**src/hdl/rfs_pkg.sv**
```systemverilog
`timescale 1ns / 1ps

package rfs_pkg;

  // Fixed field widths
  localparam int unsigned IDX_W     = 10;
  localparam int unsigned VAL_W     = 64;
  localparam int unsigned RB_W      = 4;
  localparam int unsigned CNT_W     = 11;
  localparam int unsigned CFG_IDX_W = 1;
  localparam int unsigned CFG_DAT_W = 11;

  localparam logic CMD_LOAD   = 1'b0;
  localparam logic CMD_SEARCH = 1'b1;

  typedef enum logic [CFG_IDX_W-1:0] {
    REG_RECORD_BYTES = 1'b0,
    REG_ENTRY_COUNT  = 1'b1
  } cfg_reg_e;

  // Controller to datapath
  typedef struct packed {
    logic load_we;   // write the load word into the table
    logic start;     // latch key and initial bounds
    logic issue;     // read the midpoint record
    logic narrow;    // move one bound after a mismatch
    logic res_hit;   // result: found at midpoint
    logic res_miss;  // result: not found / load
    logic out_load;  // move pending result to output register
  } ctrl_cmd_t;

  // Datapath to controller
  typedef struct packed {
    logic empty;     // search range exhausted
    logic rec_eq;    // probed record equals key
  } ctrl_sts_t;

  // Byte mask over the low nb bytes of a 64-bit word
  function automatic logic [VAL_W-1:0] byte_mask(input logic [RB_W-1:0] nb);
    logic [VAL_W-1:0] m;
    m = '0;
    for (int i = 0; i < VAL_W / 8; i++) begin
      if (RB_W'(i) < nb) begin
        m[8*i +: 8] = 8'hFF;
      end
    end
    return m;
  endfunction

endpackage

```
**src/hdl/rfs_ctrl.sv**
```systemverilog
`timescale 1ns / 1ps

module rfs_ctrl (
  input  logic               clk_i,
  input  logic               rst_ni,
  input  logic               in_valid_i,
  input  logic               in_command_i,
  output logic               in_ready_o,
  output logic               out_valid_o,
  input  logic               out_ready_i,
  output rfs_pkg::ctrl_cmd_t cmd_o,
  input  rfs_pkg::ctrl_sts_t sts_i
);

  typedef enum logic [3:0] {
    ST_IDLE   = 4'b0001,
    ST_ISSUE  = 4'b0010,
    ST_CMP    = 4'b0100,
    ST_RESULT = 4'b1000
  } state_e;

  state_e state_q, state_d;
  logic   out_valid_q, out_valid_d;
  logic   accept;

  assign in_ready_o = (state_q == ST_IDLE);
  assign accept     = in_valid_i && in_ready_o;

  always_comb begin
    state_d     = state_q;
    cmd_o       = '0;
    out_valid_d = out_valid_q && !out_ready_i;
    unique case (state_q)
      ST_IDLE: begin
        if (accept) begin
          if (in_command_i == rfs_pkg::CMD_LOAD) begin
            cmd_o.load_we  = 1'b1;
            cmd_o.res_miss = 1'b1;
            state_d        = ST_RESULT;
          end else begin
            cmd_o.start = 1'b1;
            state_d     = ST_ISSUE;
          end
        end
      end
      ST_ISSUE: begin
        if (sts_i.empty) begin
          cmd_o.res_miss = 1'b1;
          state_d        = ST_RESULT;
        end else begin
          cmd_o.issue = 1'b1;
          state_d     = ST_CMP;
        end
      end
      ST_CMP: begin
        if (sts_i.rec_eq) begin
          cmd_o.res_hit = 1'b1;
          state_d       = ST_RESULT;
        end else begin
          cmd_o.narrow = 1'b1;
          state_d      = ST_ISSUE;
        end
      end
      ST_RESULT: begin
        // wait for the output register to be free
        if (!out_valid_q || out_ready_i) begin
          cmd_o.out_load = 1'b1;
          out_valid_d    = 1'b1;
          state_d        = ST_IDLE;
        end
      end
      default: begin
        state_d = ST_IDLE;
      end
    endcase
  end

  always_ff @(posedge clk_i or negedge rst_ni) begin
    if (!rst_ni) begin
      state_q     <= ST_IDLE;
      out_valid_q <= 1'b0;
    end else begin
      state_q     <= state_d;
      out_valid_q <= out_valid_d;
    end
  end

  assign out_valid_o = out_valid_q;

endmodule

```
**config.mk**
```make
export PLATFORM = sky130hd
export DESIGN_NAME = rfs_ctrl
export DESIGN_NICKNAME = d
export VERILOG_FILES = /design/src/hdl/rfs_pkg.sv /design/src/hdl/rfs_ctrl.sv
export SDC_FILE = /design/constraint.sdc
export NUM_CORES = 1
export LEC_CHECK = 0
export BUFFER_PORTS_ARGS = -buffer_cell sky130_fd_sc_hd__buf_2
export CORE_AREA = 2 2 39 41
export DETAILED_ROUTE_END_ITERATION = 10
export DIE_AREA = 0 0 41 43
export PLACE_DENSITY_LB_ADDON = 0.1
export RECOVER_POWER = 25
export SLEW_MARGIN = 20
export SYNTH_ARGS = -nofsm -noshare
export SYNTH_HDL_FRONTEND = slang
export SYNTH_SLANG_ARGS = --single-unit
```
**constraint.sdc**
```tcl
create_clock -name clk_i -period 2.4 [get_ports clk_i]
set_input_delay 0.12 -clock clk_i [delete_from_list [all_inputs] [get_ports clk_i]]
set_output_delay 0.12 -clock clk_i [all_outputs]
set_load 0.05 [all_outputs]
```
==> summary.md, run 1 <==
| Metric | Value |
|---|---|
| Clk slew on worst S/H paths | `approximately 40 ps` |
| Distinct cell type count after synthesis | `27` |
| Residual overflow from global routing | `0` |
| GP Congestion | `0.724` |
| Ant diodes | `0` |
| Largest net degree at the start of global routing | `13` |
| Setup TNS | `0 ps` |
| CTS tree | `done` |
| Wirelength per Cell | `12.5 µm` |
| Startpoint types | `flip-flop` |
| Post-synthesis average cell area | `10.8 µm²` |
| Skew-Pair Late Insertion Delay | `approximately 240 ps` |
| Std cell rows | `14` |
| Antenna-violating nets left | `0` |
| Synth Cell Area | `around 440 µm²` |
| Syn nets | `48` |
| Initial DRC count | `4` |
| Die area | `about 1800 µm²` |
| Pwr Density | `roughly 1100 nW/µm²` |
| Number of antenna violations at the first check in global routing | `0` |
| Crit-path max FO | `10` |
| Req. time, crit path | `2280 ps` |
| Status | `finished clean` |
| Vias/cell | `around 5` |
| Gr usage total | `0.132` |
| DIE WIDTH | `around 40 µm` |
| Overall power | `just over 0.6 mW` |
| Max Fclk | `around 0.56 GHz` |
| Final hold violations | `0` |
| Fin crit share | `0.749` |
| Max cap viols | `0` |
| Crit Path Class | `reg -> out` |
| CTS HTree Levels | `1` |
| Worst slew pin tran | `491 ps` |
| Final nets | `65` |
| Yosys warns | `0` |
| Clock Path Buffers | `2` |
| I/O Pins | `16` |
| Clock skew | `4.56 ps` |
| Final hold slack | `approximately 84 ps` |
| Residual DRC | `0` |
| Fin crit period | `between 1500 and 2000 ps` |
| Core area | `between 1000 and 1500 µm²` |
| Share of cells above drive strength 1 | `0.456` |
| Register area share after synthesis | `0.285` |
| Root buffer cell | `clkbuf_4` |
| First-pass GRT wire length | `1.50 mm` |
| Post-synthesis register bit count | `5` |
| Starting Density | `0.321` |
| RSZ-0062 raised after global routing | `false` |
| Pre-antenna DRT Iters | `4` |
| Worst hold path type | `in -> reg` |
| Dpl hpwl | `about 730 µm` |
| Arr. time, crit path | `approximately 1700 ps` |
| Via count | `between 300 and 400` |
| CP Capture Type | `primary output` |
| Max IR drop VDD | `around 0.43 mV` |
| Lkg Pwr | `0.246 nW` |
| Area growth, synth to finish | `21.4%` |
| Clock sink total | `5` |
| WL final | `912 µm` |
| Synth Instances | `around 40` |
| Die Y | `43 µm` |
| Total CTS buffers | `3` |
| Port bufs | `15` |
| Slew Limit Fails | `0` |
| Placed cell area | `504 µm²` |
| Relative slew slack | `0.673` |
| Final setup viols | `0` |
| Vias in the first global route | `357` |
| Fin area | `539 µm²` |
[state kept, by name (all words and copies together), names as in the netlist]
register	cells
state_q	4
out_valid_o	1
[area by class of cell]
cell class | instances | area (µm²)
Clock buffer | 4 | 26.3
Fill cell | 157 | 845
Inverter | 2 | 7.51
Multi-Input combinational cell | 30 | 275
Sequential cell | 5 | 126
Tap cell | 16 | 20.0
Timing Repair Buffer | 16 | 83.8
[synth_stat cells]
cell type / instances / area share
o21ai_2: 1 / 0.020
and2_1: 2 / 0.028
nor3b_1: 2 / 0.034
nor2b_1: 3 / 0.042
buf_2: 1 / 0.011
nor4bb_1: 1 / 0.023
nand2_1: 1 / 0.0084
dfrtp_1: 4 / 0.23
inv_1: 2 / 0.017
a31oi_1: 1 / 0.014
nor4_1: 3 / 0.042
o311ai_4: 1 / 0.059
nor4b_4: 2 / 0.11
nor3_1: 1 / 0.011
or2_2: 1 / 0.014
buf_6: 2 / 0.051
and2b_4: 1 / 0.023
nor4b_2: 1 / 0.034
a22oi_2: 1 / 0.028
and3b_1: 3 / 0.059
buf_4: 1 / 0.017
o211ai_1: 1 / 0.017
nor2_1: 1 / 0.0084
or2b_1: 1 / 0.017
dfstp_2: 1 / 0.059
and3_1: 1 / 0.014
a22oi_1: 1 / 0.017
[worst max-delay path, stage by stage (launching register included)]
cell	delay [ps]
dfrtp_1	640
or2b_1	300
nor4_1	190
buf_2	320
[power by group]
group / internal, mW / switching [mW]
clock network: 0.0627 / 0.0326
logic: 0.131 / 0.201
registers: 0.116 / 0.0721
total: 0.310 / 0.306
[repair_timing]
item	CTS	global route
buffers inserted	0	0
hold buffers	1	0
hold endpoints to repair	5	0
resized for setup	0	0
[logic make-up (layout without fill, tap and decap cells)]
family	after synthesis	after routing	share of synthesized area
compound gates	6	6	0.155
buf+inv	6	22	0.0958
flops	5	5	0.285
simple gates	24	24	0.465
[cells in the final DEF, fill, tap and decap left out]
cell,synthesis,final
nor4b_4,2,2
nor3b_1,2,2
o211ai_1,1,1
a22oi_1,1,1
nor4_1,3,3
a31oi_1,1,1
nor4b_2,1,1
dlygate4sd3_1,0,1
clkbuf_4,0,3
dfrtp_1,4,4
dfstp_2,1,1
nor4bb_1,1,1
and2_1,2,2
clkbuf_1,0,2
or2_2,1,1
and3b_1,3,3
nand2_1,1,1
nor3_1,1,1
and2b_4,1,1
nor2_1,1,1
or2b_1,1,1
nor2b_1,3,3
a22oi_2,1,1
o311ai_4,1,1
buf_2,1,14
o21ai_2,1,1
inv_1,2,2
and3_1,1,1
[path summary, 6_finish.rpt]
kind | from | slack (ps) | cells past startpoint | endpoint
min reg2reg | state_q[3] | 670 | 1 | state_q[1]
min in group asynchronous | rst_ni | 260 | 2 | out_valid_o
max in group asynchronous | rst_ni | 1870 | 2 | state_q[0]
max reg2reg | state_q[0] | 970 | 3 | state_q[1]
min | sts_i[1] | 80 | 2 | state_q[2]
max | state_q[1] | 600 | 3 | cmd_o[4]
[per-stage QoR]
step	instances	util	worst slack, ps
finish	73	0.390	603
global route	73	0.390	441
CTS	73	0.391	575
detailed placement	68	0.364	847
global placement	68	0.364	906
floorplan	41	-	112
[layer usage]
layer	GRT usage	share of wire
met1	0.158	0.41
met2	0.178	0.53
met3	0.0157	0.035
met4	0.147	0.023
met5	0	0
(Power assumes the default switching activity.)
==> inputs of run 2 (changes only) <==
- clock period: 2.4 -> 1.6 ns (I/O delays scaled with it)
==> run 2 against run 1 <==
Against the previous run: die area is the same; via count increased by 9.4%; critical path type unchanged; critical endpoint is now cmd_o[6]; cell area increased by 26%; combinational power grew 100%.
==> summary.md, run 2 (same netlist as run 1, synthesis figures left out) <==
| Metric | Value |
|---|---|
| Placed cell area | `between 500 and 600 µm²` |
| Crit Path Class | `reg -> out` |
| Max FFs per register | `4` |
| Setup TNS | `0 ps` |
| Commonest non-fill, non-tap cell in the layout | `buf_4` |
| Req. time, crit path | `around 1500 ps` |
| Antenna-violating nets left | `0` |
| Die Y | `43 µm` |
| Root buffer cell | `clkbuf_4` |
| DIE WIDTH | `41 µm` |
| Worst slew pin tran | `~290 ps` |
| RSZ-0062 raised after global routing | `true` |
| Via count | `406` |
| Die area | `1760 µm²` |
| Largest net degree at the start of global routing | `10` |
| Max IR drop VDD | `~0.53 mV` |
| Slowest CP cell | `dfstp_2` |
| First-pass GRT wire length | `1.77 mm` |
| Residual DRC | `0` |
| Final hold violations | `0` |
| Pre-antenna DRT Iters | `3` |
| Final setup viols | `0` |
| CTS HTree Levels | `1` |
| Clock skew | `about 2.2 ps` |
| Arr. time, crit path | `1470 ps` |
| Ant diodes | `0` |
| Area growth, synth to finish | `53.2%` |
| Status | `finished clean` |
| Worst path cell trace | `nor4b_4 > and3b_2 > buf_8` |
| Crit-path max FO | `7` |
| Relative slew slack | `0.809` |
| Most frequent cells in the layout | `buf_4 (9), buf_2 (7), clkbuf_4 (4)` |
| Fin crit period | `between 1500 and 2000 ps` |
| Startpoint types | `flip-flop` |
| Vias in the first global route | `around 420` |
| Fin crit share | `0.971` |
| Final hold slack | `around 31 ps` |
| Fin util | `0.492` |
| Residual overflow from global routing | `0` |
| Worst path max stage delay | `610 ps` |
| Wirelength per Cell | `roughly 13 µm` |
| Final nets | `72` |
| Pwr Density | `between 1500 and 2000 nW/µm²` |
| Skew-Pair Late Insertion Delay | `~240 ps` |
| Cell count after placement | `72` |
| GP Congestion | `0.718` |
| Layout Cells excl Fill | `80` |
| CP Capture Type | `primary output` |
| WL final | `1.05 mm` |
| Clk slew on worst S/H paths | `50 ps` |
| Starting Density | `0.321` |
| Clock Path Buffers | `2` |
| Std cell rows | `14` |
| Clock sink total | `5` |
| CTS tree | `done` |
| Share of cells above drive strength 1 | `0.672` |
| Max Fclk | `0.643 GHz` |
| Initial DRC count | `2` |
| Lkg Pwr | `roughly 0.29 nW` |
| Worst hold path type | `in -> reg` |
| Gr usage total | `0.156` |
| Max cap viols | `0` |
| I/O Pins | `16` |
| Setup WS pre-CTS | `~150 ps` |
| Post-route setup slack | `45.9 ps` |
| Overall power | `1.10 mW` |
| Core area | `between 1000 and 1500 µm²` |
| Vias/cell | `5.08` |
| Slew Limit Fails | `0` |
| Total CTS buffers | `3` |
| Most flops, register | `state_q` |
| Dpl hpwl | `roughly 760 µm` |
| Fin area | `681 µm²` |
| Port bufs | `15` |
| Number of antenna violations at the first check in global routing | `0` |
[run 2: final timing paths]
kind	from	slack, ps	cells after the start	endpoint
setup / recovery	state_q[0]	50	3	cmd_o[6]
hold / removal	sts_i[1]	30	2	state_q[2]
setup reg to reg	state_q[0]	110	4	state_q[3]
hold reg to reg	state_q[3]	610	1	state_q[1]
max in group asynchronous	rst_ni	1100	2	state_q[0]
min in group asynchronous	rst_ni	220	2	out_valid_o
[run 2: area by class of cell]
class	count	area (µm²)
fill	132	703
multi-input combinational	30	324
timing repair buffer	23	173
sequential	5	130
clock buffer	4	26.3
tap	16	20.0
inverter	2	7.51
[run 2: worst max-delay path: cells and delay by family, from the launching register on]
kind          cells  cell delay [ps]
buf+inv           1              140
flops             1              610
simple gates      2              490
[run 2: repair_timing]
| action | 4_1_cts | 5_1_grt |
|---|---|---|
| resized for setup | 9 | 10 |
| setup endpoints to repair | 6 | 6 |
| pin swaps | 0 | 3 |
| hold buffers | 1 | 0 |
| hold endpoints to repair | 5 | 0 |
| buffers inserted | 2 | 1 |
[run 2: routing by layer]
layer  wire [µm]  track usage  part of all wire
met5           0            0                 0
met4          13        0.120             0.012
met3          27       0.0314             0.026
met2         573        0.247              0.55
met1         437        0.167              0.42
[run 2: where the power goes]
part	internal [mW]	switching (mW)	total, mW
clock	0.0944	0.0539	0.148
sequential	0.177	0.0972	0.274
combinational	0.306	0.367	0.673
total	0.578	0.518	1.10
